$ cat src/design/olme_pkg.sv
// ----------------------------------------------------------------------------
// olme_pkg
// shared types and constants of the ordered list move engine
// ----------------------------------------------------------------------------
`timescale 1ns / 1ps

package olme_pkg;

    localparam int OP_W   = 3;
    localparam int ITEM_W = 7;
    localparam int LEN_W  = 7;

    localparam logic [LEN_W-1:0] LIST_LENGTH_RESET = 7'd64;

    typedef enum logic [OP_W-1:0] {
        OP_REBUILD    = 3'd0,
        OP_MOVE_FRONT = 3'd1,
        OP_MOVE_BACK  = 3'd2,
        OP_MOVE_AFTER = 3'd3,
        OP_DUMP       = 3'd4
    } op_e;

    // one request
    typedef struct packed {
        logic [OP_W-1:0]   operation;
        logic [ITEM_W-1:0] item;
        logic [ITEM_W-1:0] anchor;
    } req_t;

    // one dump result
    typedef struct packed {
        logic [ITEM_W-1:0] item_out;
        logic              last;
    } rsp_t;

endpackage

$ cat src/design/olme_link_mem.sv
// ----------------------------------------------------------------------------
// olme_link_mem
// link table memory, one write port and one registered read port
// ----------------------------------------------------------------------------
`timescale 1ns / 1ps

module olme_link_mem #(
    parameter int DEPTH = 66,
    parameter int W     = 7
) (
    input  logic                     clk,
    input  logic                     wr_en,
    input  logic [$clog2(DEPTH)-1:0] wr_addr,
    input  logic [W-1:0]             wr_data,
    input  logic                     rd_en,
    input  logic [$clog2(DEPTH)-1:0] rd_addr,
    output logic [W-1:0]             rd_data
);

    logic [W-1:0] mem [DEPTH];

    always_ff @(posedge clk)
    begin
        if (wr_en)
        begin
            mem[wr_addr] <= wr_data;
        end
    end

    // read data holds until the next read
    always_ff @(posedge clk)
    begin
        if (rd_en)
        begin
            rd_data <= mem[rd_addr];
        end
    end

endmodule

$ cat src/design/ordered_list_move_engine_top.sv
// ----------------------------------------------------------------------------
// ordered_list_move_engine_top
// ordering of items 1..n kept as an index-linked doubly linked list
// ----------------------------------------------------------------------------
// The ordering lives in two link memories (next and prev, MAX_ITEMS+2 slots,
// slot 0 the head sentinel and slot n+1 the tail sentinel), each with one
// write port and one registered read port, driven by a small sequencer that
// does one memory step per cycle unless a dump item waits for the output
// register. One request is taken at a time and req_stall is high while it is
// worked on. Ignored moves and unknown operations leave the sequencer idle.
// Move to front or after anchor steps through reading the item's links,
// unlinking it, reading the anchor's next link and two link writes; move to
// back adds one read of the tail sentinel after the unlink. Rebuild sweeps
// all slots, writing one slot of both memories per step. Dump reads the next
// link and then loads the output register for each item, and waits while
// rsp_stall holds. After reset the same rebuild sweep runs once before the
// first request is taken; a write of list_length also starts it. The dump
// result sits in an output register, so a new request can be accepted while
// the final dump item still waits to be taken.
// ----------------------------------------------------------------------------
`timescale 1ns / 1ps

module ordered_list_move_engine_top #(
    parameter int MAX_ITEMS = 64
) (
    input  logic                         clk,
    input  logic                         rst_n,
    // request channel
    input  logic                         req_valid,
    output logic                         req_stall,
    input  olme_pkg::req_t               req,
    // dump result channel
    output logic                         rsp_valid,
    input  logic                         rsp_stall,
    output olme_pkg::rsp_t               rsp,
    // list_length register
    input  logic                         cfg_wen,
    input  logic [olme_pkg::LEN_W-1:0]   cfg_wdata
);

    localparam int SLOTS = MAX_ITEMS + 2;
    localparam int IDX_W = $clog2(SLOTS);
    localparam int LW    = olme_pkg::LEN_W;
    localparam int IW    = olme_pkg::ITEM_W;

    localparam logic [LW-1:0]    MAX_LEN   = LW'(MAX_ITEMS);
    localparam logic [IDX_W-1:0] LAST_SLOT = IDX_W'(SLOTS - 1);

    // sequencer states
    typedef enum logic [9:0] {
        ST_IDLE      = 10'b00_0000_0001,
        ST_REBUILD   = 10'b00_0000_0010,
        ST_RD_X      = 10'b00_0000_0100,
        ST_UNLINK    = 10'b00_0000_1000,
        ST_RD_TAIL   = 10'b00_0001_0000,
        ST_RD_ANCHOR = 10'b00_0010_0000,
        ST_LINK_A    = 10'b00_0100_0000,
        ST_LINK_B    = 10'b00_1000_0000,
        ST_DUMP_RD   = 10'b01_0000_0000,
        ST_DUMP_LD   = 10'b10_0000_0000
    } state_t;

    state_t             state_reg, state_next;
    logic [LW-1:0]      list_length_reg;
    olme_pkg::op_e      op_reg, op_next;
    logic [IDX_W-1:0]   x_reg, x_next;        // item being moved
    logic [IDX_W-1:0]   anc_reg, anc_next;    // slot the item goes after
    logic [IDX_W-1:0]   cur_reg, cur_next;    // dump walk position
    logic [LW-1:0]      cnt_reg, cnt_next;    // dump items given so far
    logic [IDX_W-1:0]   idx_reg, idx_next;    // rebuild sweep slot

    olme_pkg::rsp_t     rsp_reg, rsp_next;
    logic               rsp_valid_reg;
    logic               rsp_load;

    // memory ports
    logic               nx_we, pv_we, nx_re, pv_re;
    logic [IDX_W-1:0]   nx_waddr, pv_waddr, nx_raddr, pv_raddr;
    logic [IDX_W-1:0]   nx_wdata, pv_wdata, nx_rdata, pv_rdata;

    logic [LW-1:0]      eff_len;
    logic [IDX_W-1:0]   tail_slot;
    logic               x_ok, y_ok;
    logic               dump_last;
    logic [LW-1:0]      idx_ext;
    logic               idx_in_list;
    logic [IDX_W-1:0]   reb_next_w, reb_prev_w;
    logic [IDX_W-1:0]   anchor_sel;

    // effective length, saturated into 1..MAX_ITEMS
    always_comb
    begin
        if (list_length_reg == '0)
        begin
            eff_len = LW'(1);
        end
        else if (list_length_reg > MAX_LEN)
        begin
            eff_len = MAX_LEN;
        end
        else
        begin
            eff_len = list_length_reg;
        end
    end

    assign tail_slot = IDX_W'(eff_len + LW'(1));

    // range checks on the incoming request
    assign x_ok = (req.item != '0) && (req.item <= eff_len);
    assign y_ok = (req.anchor != '0) && (req.anchor <= eff_len);

    assign dump_last = (cnt_reg == eff_len - LW'(1));

    // rebuild values for the slot under the sweep
    assign idx_ext     = LW'(idx_reg);
    assign idx_in_list = (idx_ext != '0) && (idx_ext <= eff_len);

    always_comb
    begin
        if (idx_reg == '0)
        begin
            reb_next_w = IDX_W'(1);
        end
        else if (idx_in_list)
        begin
            reb_next_w = idx_reg + IDX_W'(1);
        end
        else
        begin
            reb_next_w = '0;
        end

        if (idx_in_list)
        begin
            reb_prev_w = idx_reg - IDX_W'(1);
        end
        else if (idx_reg == tail_slot)
        begin
            reb_prev_w = IDX_W'(eff_len);
        end
        else
        begin
            reb_prev_w = '0;
        end
    end

    // move to back goes after the tail's predecessor, read just before
    assign anchor_sel = (op_reg == olme_pkg::OP_MOVE_BACK) ? pv_rdata : anc_reg;

    // sequencer
    always_comb
    begin
        state_next = state_reg;
        op_next    = op_reg;
        x_next     = x_reg;
        anc_next   = anc_reg;
        cur_next   = cur_reg;
        cnt_next   = cnt_reg;
        idx_next   = idx_reg;
        nx_we      = 1'b0;
        nx_waddr   = '0;
        nx_wdata   = '0;
        pv_we      = 1'b0;
        pv_waddr   = '0;
        pv_wdata   = '0;
        nx_re      = 1'b0;
        nx_raddr   = '0;
        pv_re      = 1'b0;
        pv_raddr   = '0;
        rsp_load   = 1'b0;

        unique case (state_reg)
            ST_IDLE:
            begin
                if (req_valid)
                begin
                    op_next  = olme_pkg::op_e'(req.operation);
                    x_next   = req.item[IDX_W-1:0];
                    anc_next = req.anchor[IDX_W-1:0];
                    case (olme_pkg::op_e'(req.operation))
                        olme_pkg::OP_REBUILD:
                        begin
                            idx_next   = '0;
                            state_next = ST_REBUILD;
                        end
                        olme_pkg::OP_MOVE_FRONT:
                        begin
                            // head sentinel is the anchor
                            anc_next = '0;
                            if (x_ok)
                            begin
                                state_next = ST_RD_X;
                            end
                        end
                        olme_pkg::OP_MOVE_BACK:
                        begin
                            if (x_ok)
                            begin
                                state_next = ST_RD_X;
                            end
                        end
                        olme_pkg::OP_MOVE_AFTER:
                        begin
                            if (x_ok && y_ok && (req.item != req.anchor))
                            begin
                                state_next = ST_RD_X;
                            end
                        end
                        olme_pkg::OP_DUMP:
                        begin
                            cur_next   = '0;
                            cnt_next   = '0;
                            state_next = ST_DUMP_RD;
                        end
                        default:
                        begin
                            state_next = ST_IDLE;
                        end
                    endcase
                end
            end
            ST_REBUILD:
            begin
                nx_we    = 1'b1;
                nx_waddr = idx_reg;
                nx_wdata = reb_next_w;
                pv_we    = 1'b1;
                pv_waddr = idx_reg;
                pv_wdata = reb_prev_w;
                idx_next = idx_reg + IDX_W'(1);
                if (idx_reg == LAST_SLOT)
                begin
                    state_next = ST_IDLE;
                end
            end
            ST_RD_X:
            begin
                nx_re      = 1'b1;
                nx_raddr   = x_reg;
                pv_re      = 1'b1;
                pv_raddr   = x_reg;
                state_next = ST_UNLINK;
            end
            ST_UNLINK:
            begin
                // next[prev x] = next x, prev[next x] = prev x
                nx_we    = 1'b1;
                nx_waddr = pv_rdata;
                nx_wdata = nx_rdata;
                pv_we    = 1'b1;
                pv_waddr = nx_rdata;
                pv_wdata = pv_rdata;
                if (op_reg == olme_pkg::OP_MOVE_BACK)
                begin
                    state_next = ST_RD_TAIL;
                end
                else
                begin
                    state_next = ST_RD_ANCHOR;
                end
            end
            ST_RD_TAIL:
            begin
                pv_re      = 1'b1;
                pv_raddr   = tail_slot;
                state_next = ST_RD_ANCHOR;
            end
            ST_RD_ANCHOR:
            begin
                anc_next   = anchor_sel;
                nx_re      = 1'b1;
                nx_raddr   = anchor_sel;
                state_next = ST_LINK_A;
            end
            ST_LINK_A:
            begin
                // next[x] = follower, prev[follower] = x
                nx_we      = 1'b1;
                nx_waddr   = x_reg;
                nx_wdata   = nx_rdata;
                pv_we      = 1'b1;
                pv_waddr   = nx_rdata;
                pv_wdata   = x_reg;
                state_next = ST_LINK_B;
            end
            ST_LINK_B:
            begin
                // next[anchor] = x, prev[x] = anchor
                nx_we      = 1'b1;
                nx_waddr   = anc_reg;
                nx_wdata   = x_reg;
                pv_we      = 1'b1;
                pv_waddr   = x_reg;
                pv_wdata   = anc_reg;
                state_next = ST_IDLE;
            end
            ST_DUMP_RD:
            begin
                nx_re      = 1'b1;
                nx_raddr   = cur_reg;
                state_next = ST_DUMP_LD;
            end
            ST_DUMP_LD:
            begin
                // wait for a free output register
                if (!rsp_valid_reg || !rsp_stall)
                begin
                    rsp_load = 1'b1;
                    cur_next = nx_rdata;
                    cnt_next = cnt_reg + LW'(1);
                    if (dump_last)
                    begin
                        state_next = ST_IDLE;
                    end
                    else
                    begin
                        state_next = ST_DUMP_RD;
                    end
                end
            end
            default:
            begin
                state_next = ST_IDLE;
            end
        endcase

        // register write restarts the order
        if (cfg_wen)
        begin
            idx_next   = '0;
            state_next = ST_REBUILD;
        end
    end

    always_comb
    begin
        rsp_next.item_out = IW'(nx_rdata);
        rsp_next.last     = dump_last;
    end

    always_ff @(posedge clk or negedge rst_n)
    begin
        if (!rst_n)
        begin
            state_reg       <= ST_REBUILD;
            idx_reg         <= '0;
            cur_reg         <= '0;
            cnt_reg         <= '0;
            list_length_reg <= olme_pkg::LIST_LENGTH_RESET;
            rsp_valid_reg   <= 1'b0;
        end
        else
        begin
            state_reg <= state_next;
            idx_reg   <= idx_next;
            cur_reg   <= cur_next;
            cnt_reg   <= cnt_next;
            if (cfg_wen)
            begin
                list_length_reg <= cfg_wdata;
            end
            if (rsp_load)
            begin
                rsp_valid_reg <= 1'b1;
            end
            else if (!rsp_stall)
            begin
                rsp_valid_reg <= 1'b0;
            end
        end
    end

    // payload registers
    always_ff @(posedge clk)
    begin
        op_reg  <= op_next;
        x_reg   <= x_next;
        anc_reg <= anc_next;
        if (rsp_load)
        begin
            rsp_reg <= rsp_next;
        end
    end

    // next links
    olme_link_mem #(
        .DEPTH (SLOTS),
        .W     (IDX_W)
    ) u_next_mem (
        .clk     (clk),
        .wr_en   (nx_we),
        .wr_addr (nx_waddr),
        .wr_data (nx_wdata),
        .rd_en   (nx_re),
        .rd_addr (nx_raddr),
        .rd_data (nx_rdata)
    );

    // prev links
    olme_link_mem #(
        .DEPTH (SLOTS),
        .W     (IDX_W)
    ) u_prev_mem (
        .clk     (clk),
        .wr_en   (pv_we),
        .wr_addr (pv_waddr),
        .wr_data (pv_wdata),
        .rd_en   (pv_re),
        .rd_addr (pv_raddr),
        .rd_data (pv_rdata)
    );

    // requests wait while busy or while the register is written
    assign req_stall = (state_reg != ST_IDLE) || cfg_wen;
    assign rsp_valid = rsp_valid_reg;
    assign rsp       = rsp_reg;

endmodule

$ cat config.mk
export PLATFORM = sky130hd
export DESIGN_NAME = ordered_list_move_engine_top
export DESIGN_NICKNAME = d
export VERILOG_FILES = /design/src/design/olme_pkg.sv /design/src/design/olme_link_mem.sv /design/src/design/ordered_list_move_engine_top.sv
export SDC_FILE = /design/constraint.sdc
export NUM_CORES = 1
export LEC_CHECK = 0
export BUFFER_PORTS_ARGS = -buffer_cell sky130_fd_sc_hd__clkbuf_2
export CORE_UTILIZATION = 57
export CTS_CLUSTER_SIZE = 8
export DETAILED_ROUTE_END_ITERATION = 7
export GPL_TIMING_DRIVEN = 1
export PLACE_DENSITY = 0.73
export SYNTH_ARGS = -nofsm -noshare
export SYNTH_HDL_FRONTEND = slang
export SYNTH_SLANG_ARGS = --single-unit
$ cat constraint.sdc
create_clock -name clk -period 7.9 [get_ports clk]
set_input_delay 1.975 -clock clk [delete_from_list [all_inputs] [get_ports clk]]
set_output_delay 1.975 -clock clk [all_outputs]
set_load 0.02 [all_outputs]
Yosys cells after proc, flatten, opt, wreduce, memory -nomap -nowiden. Memory sizes are Yosys's and may differ from the RTL's. A register that Yosys moved wholly into a read port is not among the register bits. Index checks and enable logic that the tools add are counted.

Flip-flop bits (word level): 64. Bits in writable memories: 924. Bits of input ports: 29. Output and inout port bits: 10. Logic and storage cells: 125. Memories: 2.

Memory list: u_next_mem.mem (words 66, bits a word 7, read ports 1, clocked after memory_dff 1, wr ports 1, RTL line olme_link_mem.sv:20) `logic [W-1:0] mem [DEPTH];`; u_prev_mem.mem (words 66, bits a word 7, read ports 1, clocked after memory_dff 1, wr ports 1, RTL line olme_link_mem.sv:20).

Add/sub/neg operators: 5. $lt $le $gt $ge: 4. Equality and inequality tests: 30. Mux-type cells: 45. Reduce and logical (&&, ||, !) cells: 28.

Operators with widths (count): 7-bit two-way mux (16); 10-bit one-hot mux with 9 select lines (1); 7-bit one-hot mux with 2 select lines (5); 7-bit one-hot mux with 3 select lines (3); 10-bit two-way mux (6); 7-bit one-hot mux with 4 select lines (2); 10-bit one-hot mux with 4 select lines (1); 7-bit by 1-bit adder with 7-bit output (second input constant) (3); 7-bit less-or-equal comparator (3); 7-bit nonzero test (3); 7-bit equality test (2); 7-bit zero test (2); 7-bit by 1-bit subtractor with 7-bit output (second input constant) (2); 10-bit by 1-bit equality test with 1-bit output (second input constant) (1); 10-bit equality test (second input constant) (1); 10-bit by 2-bit equality test with 1-bit output (second input constant) (1); 10-bit by 3-bit equality test with 1-bit output (second input constant) (1); 10-bit by 4-bit equality test with 1-bit output (second input constant) (1); 10-bit by 5-bit equality test with 1-bit output (second input constant) (1); 10-bit by 6-bit equality test with 1-bit output (second input constant) (1); 10-bit by 7-bit equality test with 1-bit output (second input constant) (1); 10-bit by 8-bit equality test with 1-bit output (second input constant) (1); 10-bit by 9-bit equality test with 1-bit output (second input constant) (1); 10-bit by 1-bit != test with 1-bit output (second input constant) (1); 27 further kinds (52).

Longest topological paths before layout.
Depth after elaboration: 12. Gate-level depth with buffers: 17. Gate-level depth less buffers: 13.

Cells and area by module. From an unflattened synthesis, not the netlist that was laid out.

Cells, all modules: 2239. Area, all modules: 41517.3 µm².

Modules (own cells, without submodules): olme_link_mem (instances 2, cells an instance 847, area an instance 18362.6 µm², seq. area each 14083.5 µm²); ordered_list_move_engine_top (instances 1, cells an instance 545, area an instance 4792.1 µm², seq. area each 1729.2 µm²).

Worst setup path after synthesis. Ideal clock, no wire load.

Kind: register to register. Start point: register list_length_reg[6]. End point: memory u_prev_mem.mem[0][0] (data pin). Setup time: 1.033 ns. Arrival time: 6.979 ns. Required time: 6.867 ns. Setup slack: -0.112 ns. Stages on the path, launching flop included: 14. Path buffers: 2. Period minus slack after synthesis: 8.012 ns. Cell sequence: dfstp_2 clkbuf_1 inv_1 nand2_1 ha_1 nor2b_1 o21a_1 o21a_1 o21a_1 o21a_1 o211ai_1 nand2_1 clkbuf_1 o311ai_0.

Longest elaborated chain between the ends: 8. Elaborated cells between the ends (all ways): 11. Classes of those cells: add/sub (1); order compare (2); eq/ne (1); mux (5); reduce/logical (2).

RTL lines: from (decl) (RTL line ordered_list_move_engine_top.sv:64) `logic [LW-1:0] list_length_reg;`; from (signal assigned) (RTL line ordered_list_move_engine_top.sv:350) `list_length_reg <= olme_pkg::LIST_LENGTH_RESET;`; from (signal assigned) (RTL line ordered_list_move_engine_top.sv:361) `list_length_reg <= cfg_wdata;`; 7-bit > comparator (RTL line ordered_list_move_engine_top.sv:97) `else if (list_length_reg > MAX_LEN)`; 7-bit two-way mux (RTL line ordered_list_move_engine_top.sv:97); 7-bit two-way mux (*) (RTL line ordered_list_move_engine_top.sv:93) `if (list_length_reg == '0)`; 7-bit by 1-bit adder with 7-bit output (RTL line ordered_list_move_engine_top.sv:107) `assign tail_slot = IDX_W'(eff_len + LW'(1));`; 7-bit equality test (RTL line ordered_list_move_engine_top.sv:138) `else if (idx_reg == tail_slot)`; 7-bit two-way mux (RTL line ordered_list_move_engine_top.sv:138); 7-bit two-way mux (*) (RTL line ordered_list_move_engine_top.sv:134) `if (idx_in_list)`; 7-bit one-hot mux with 4 select lines (*) (RTL line ordered_list_move_engine_top.sv:173) `unique case (state_reg)`; named net pv_wdata[0] (RTL line ordered_list_move_engine_top.sv:79) `logic [IDX_W-1:0] nx_wdata, pv_wdata, nx_rdata, pv_rdata;`; to (decl) (RTL line olme_link_mem.sv:20).

Mark *: on every way through the listed nets, which the timed path passes. The rest lies on a longest branch.

Final worst setup path.
Start point: register list_length_reg[3]. End point: register u_prev_mem.rd_data[3], read port of u_prev_mem.mem (data pin).

Longest elaborated chain between the ends: 5. Elaborated cells between the ends (all ways): 6. Classes of those cells: add/sub (1); order compare (1); mux (3); reduce/logical (1).

RTL lines: 7-bit > comparator (RTL line ordered_list_move_engine_top.sv:97); 7-bit two-way mux (RTL line ordered_list_move_engine_top.sv:97); 7-bit two-way mux (*) (RTL line ordered_list_move_engine_top.sv:93); 7-bit by 1-bit adder with 7-bit output (*) (RTL line ordered_list_move_engine_top.sv:107); 7-bit one-hot mux with 2 select lines (*) (RTL line ordered_list_move_engine_top.sv:173); to (decl) (RTL line olme_link_mem.sv:17) `output logic [W-1:0] rd_data`.

Every way passes the cells marked *; elsewhere a longest branch is shown, timed or not. A chain may end at the register's enable or synchronous reset.

==> impl_summary.log <==
INFO  metric tritoncts = yes
INFO  metric critPathArrivalTime = 6030 ps
INFO  metric number_of_enable_type_register_cells_in_the_synthesized_netlist = 963
INFO  metric top_level_ports = 39
INFO  metric timing_max_transition_violations_final = 0
INFO  metric crit_type = register to register
INFO  metric commonest_cells_after_routing_fill_and_taps_aside = sky130_fd_sc_hd__edfxtp_1 (963), sky130_fd_sc_hd__nand2_1 (722), sky130_fd_sc_hd__nand3_1 (246), sky130_fd_sc_hd__nor2_1 (207), sky130_fd_sc_hd__clkbuf_16 (144)
INFO  metric syn-num-nets = 3,406
INFO  metric power.combinational.fraction = 7.3%
INFO  metric clock_power_share = 44.1%
INFO  metric wire_length_of_the_first_global_routing_pass = 182,000 µm
INFO  metric fin_crit_sh = 70.2%
INFO  metric yosys-top-cells-area = sky130_fd_sc_hd__edfxtp_1 (67%), sky130_fd_sc_hd__nand2_1 (6.3%), sky130_fd_sc_hd__nand3_1 (2.9%), sky130_fd_sc_hd__mux2i_1 (2.6%), sky130_fd_sc_hd__dfrtp_1 (2.2%)
INFO  metric cell_repeated_most_along_the_worst_path = sky130_fd_sc_hd__a311oi_1
INFO  metric globalRouteOverflowTotal = 0
INFO  metric preCtsSetupSlack = 2630 ps
INFO  metric net-switching-power = 3.01 mW
INFO  metric crit_path_max_incr_delay = 600 ps
INFO  metric clock-root-buffer = sky130_fd_sc_hd__clkbuf_16
INFO  metric power_density = 261 nW/µm²
INFO  metric remaining_drc_errors = 0
INFO  metric yosys_register_bits = 1,002
INFO  metric synthesis.area = 42,900 µm²
INFO  metric crit_family = compound AO/OA/AOI/OAI gates
INFO  metric timing.clock.skew = 59.9 ps
INFO  metric r2r.worst_path.cells = 13
INFO  metric critPathBufInv = 2
INFO  metric ys_async_rst_share = 3.89%
INFO  metric placeableCoreArea = 74,400 µm²
INFO  metric synthesis.instances = 3,351
INFO  metric detail_route.first_pass.iterations = 7
INFO  metric switching_share = 23.9%
INFO  metric required = 8390 ps
INFO  metric drv_cap = 0
INFO  metric cp_max_fo = 55
INFO  metric max_slew.worst_pin.slew = 1150 ps
INFO  metric route.detailed.wl_per_inst = 27.6 µm
INFO  metric peakVddDrop = 195 µV
INFO  metric cts_hold_buffers = 0
INFO  metric die_width = 276 µm
INFO  metric leakage = 16.7 nW
INFO  metric hold-path-cell-count = 1
INFO  metric placement_rows = 100
INFO  metric synthDominantAreaCellType = sky130_fd_sc_hd__edfxtp_1
INFO  metric num_vias = 29,800
INFO  metric syn2layout_area_growth = 12.4%
INFO  metric clkTransAtPathRegs = 50 ps
INFO  metric outcome = completed
INFO  metric yosysWarningCount = 0
INFO  metric clk_sink_count = 1,002
INFO  metric final.fill_count = 5,202
INFO  metric die_footprint = 76,300 µm²
INFO  metric gp_congestion = 0.970
INFO  metric hold_viol_final = 0
INFO  metric die_h = 276 µm
INFO  metric worst_skew_pair_latency = 750 ps
INFO  metric timing.critical_path.from_type = register
INFO  metric number_of_global_route_vias_before_repair = 29,100
INFO  metric buffer_ports.inserted = 38
INFO  metric clock_tree.buffer_depth = 3
INFO  metric wl = 121,000 µm
INFO  metric synth-main-ff-cell = sky130_fd_sc_hd__edfxtp_1
INFO  metric gr-usage-all-layers = 31.8%
INFO  metric timing.hold.worst.class = register to register
INFO  metric htree_num_levels = 4
INFO  metric drt-initial-drc-count = 4,612
INFO  metric final_common_cell = sky130_fd_sc_hd__edfxtp_1
INFO  metric avgViaCountPerCell = 6.78
INFO  metric post_cts.resized_instances = 0
INFO  metric fraction_of_final_layout_cells_with_drive_strength_greater_than_1 = 9.36%
INFO  metric yosysSeqAreaShare = 69.8%
INFO  metric antenna_found_initial = 5
INFO  metric cell_internal_power = 9.57 mW
INFO  metric synth.distinct_cells = 85
INFO  metric cts_buffers = 143
INFO  metric fmax = 180 MHz
INFO  metric synth_top_area_share = 67.5%
INFO  metric initial_utilization = 57.6%
INFO  metric rsz0062_at_grt = no
INFO  metric grt_max_degree = 109
INFO  metric seq_power_share = 48.6%
INFO  metric place_hpwl = 73,600 µm
INFO  metric type_of_destination_of_the_critical_path = register
INFO  metric path_cells = nor4_1 > a21o_1 > inv_1 > ha_1 > nand4_1 > buf_4 > and3_1 > a211oi_1 > a311oi_1 > a311oi_1 > a21oi_1 > o31ai_1 > and3b_1
INFO  metric num-nets-final = 3,454
INFO  metric max_slew_margin = 23.0%
INFO  metric power.total = 12.6 mW
INFO  metric final_antenna_net_count = 0
INFO  metric timing.final.crit_period = 5550 ps
INFO  metric path_depth = 13
INFO  metric final.setup.worst_slack = 2350 ps
INFO  metric syn_avg_cell_area = 12.8 µm²
INFO  metric cp_slowest_cell = sky130_fd_sc_hd__o31ai_1
INFO  metric cts.repair_timing.setup_buffer_count = 0
INFO  metric setup-violations-final = 0
==> final timing paths <==
path                                              end                from  slack, ps
worst max-delay path            u_prev_mem.rd_data[3]  list_length_reg[3]       2350
worst min-delay path                       cur_reg[4]          cur_reg[4]        520
worst max register to register  u_prev_mem.rd_data[3]  list_length_reg[3]       2350
worst min register to register             cur_reg[4]          cur_reg[4]        520
max in group asynchronous                  cur_reg[1]               rst_n       5780
min in group asynchronous                  idx_ext[4]               rst_n       1420
==> layer usage <==
metal,vias to the layer above,global-route usage [%],wire [µm]
li1,12700,-,-
met1,14600,44.2,46300
met2,2170,48.3,55300
met3,397,7.52,14800
met4,2,13.3,4940
met5,-,0,17
==> stage by stage <==
| stage | instance area [µm²] | setup TNS, ps | instances | util, % | hold WS, ps |
|---|---|---|---|---|---|
| 2_1_floorplan | 42900 | -14730 | 3351 | - | 451 |
| 3_3_place_gp | 44100 | 0 | 4223 | 59.2 | 503 |
| 3_5_place_dp | 44100 | 0 | 4223 | 59.2 | 488 |
| 4_1_cts | 48200 | 0 | 4399 | 64.7 | 515 |
| 5_1_grt | 48200 | 0 | 4399 | 64.7 | 535 |
| 6_report | 48200 | 0 | 4400 | 64.7 | 518 |
==> synth_stat cells, types with 7 or more instances <==
library cell / count
sky130_fd_sc_hd__xnor2_1: 20
sky130_fd_sc_hd__o211ai_1: 17
sky130_fd_sc_hd__inv_1: 22
sky130_fd_sc_hd__nor3_1: 33
sky130_fd_sc_hd__o211a_1: 9
sky130_fd_sc_hd__and2_1: 14
sky130_fd_sc_hd__buf_4: 8
sky130_fd_sc_hd__ha_1: 26
sky130_fd_sc_hd__nor2_1: 207
sky130_fd_sc_hd__nor3b_1: 12
sky130_fd_sc_hd__edfxtp_1: 963
sky130_fd_sc_hd__a21oi_1: 71
sky130_fd_sc_hd__clkbuf_1: 89
sky130_fd_sc_hd__dfrtp_1: 37
sky130_fd_sc_hd__nor2b_1: 17
sky130_fd_sc_hd__a22o_1: 13
sky130_fd_sc_hd__a211oi_1: 83
sky130_fd_sc_hd__buf_2: 82
sky130_fd_sc_hd__a311oi_1: 58
sky130_fd_sc_hd__nor4_1: 11
sky130_fd_sc_hd__or4_1: 7
sky130_fd_sc_hd__a211o_1: 7
sky130_fd_sc_hd__o21ai_0: 61
sky130_fd_sc_hd__nand2_1: 723
sky130_fd_sc_hd__a22oi_1: 8
sky130_fd_sc_hd__mux2i_1: 110
sky130_fd_sc_hd__xor2_1: 16
sky130_fd_sc_hd__a221oi_1: 9
sky130_fd_sc_hd__nand3_1: 248
sky130_fd_sc_hd__a222oi_1: 8
sky130_fd_sc_hd__and3_1: 113
sky130_fd_sc_hd__o21a_1: 11
sky130_fd_sc_hd__buf_1: 13
sky130_fd_sc_hd__o221ai_1: 12
sky130_fd_sc_hd__a31oi_1: 53
sky130_fd_sc_hd__mux2_2: 11
sky130_fd_sc_hd__nand4_1: 30
sky130_fd_sc_hd__o22ai_1: 12
==> logic make-up after synthesis <==
kind of cell / Yosys count / share of synthesized area [%]
AOI/OAI and AO/OA: 491 / 8.23
xor gates and xnor gates: 36 / 0.736
adders and majority gates: 28 / 0.806
buffers and inverters: 214 / 2.18
DFF: 1002 / 69.8
muxes: 122 / 2.91
and+or+nand+nor: 1458 / 15.4
==> cell type report <==
| cell class | count | area [µm²] | area share, % |
|---|---|---|---|
| tap | 969 | 1210 | 2.52 |
| sequential | 1002 | 29900 | 62.1 |
| antenna | 1 | 2.50 | 0.00519 |
| inverter | 22 | 82.6 | 0.171 |
| clock buffer | 160 | 3660 | 7.61 |
| timing repair buffer | 95 | 643 | 1.34 |
| clock inverter | 16 | 408 | 0.847 |
| multi-input combinational | 2135 | 12300 | 25.5 |
==> power by group through the flow <==
stage	Sequential, mW	Combinational [mW]	Clock (mW)
finish	6.12	0.913	5.55
global route	6.12	0.966	5.80
CTS	6.12	0.893	5.57
detailed placement	6.21	0.887	0
global placement	6.21	0.864	0
floorplan	6.20	0.527	0
No activity file was read; power rests on OpenSTA's default activity.
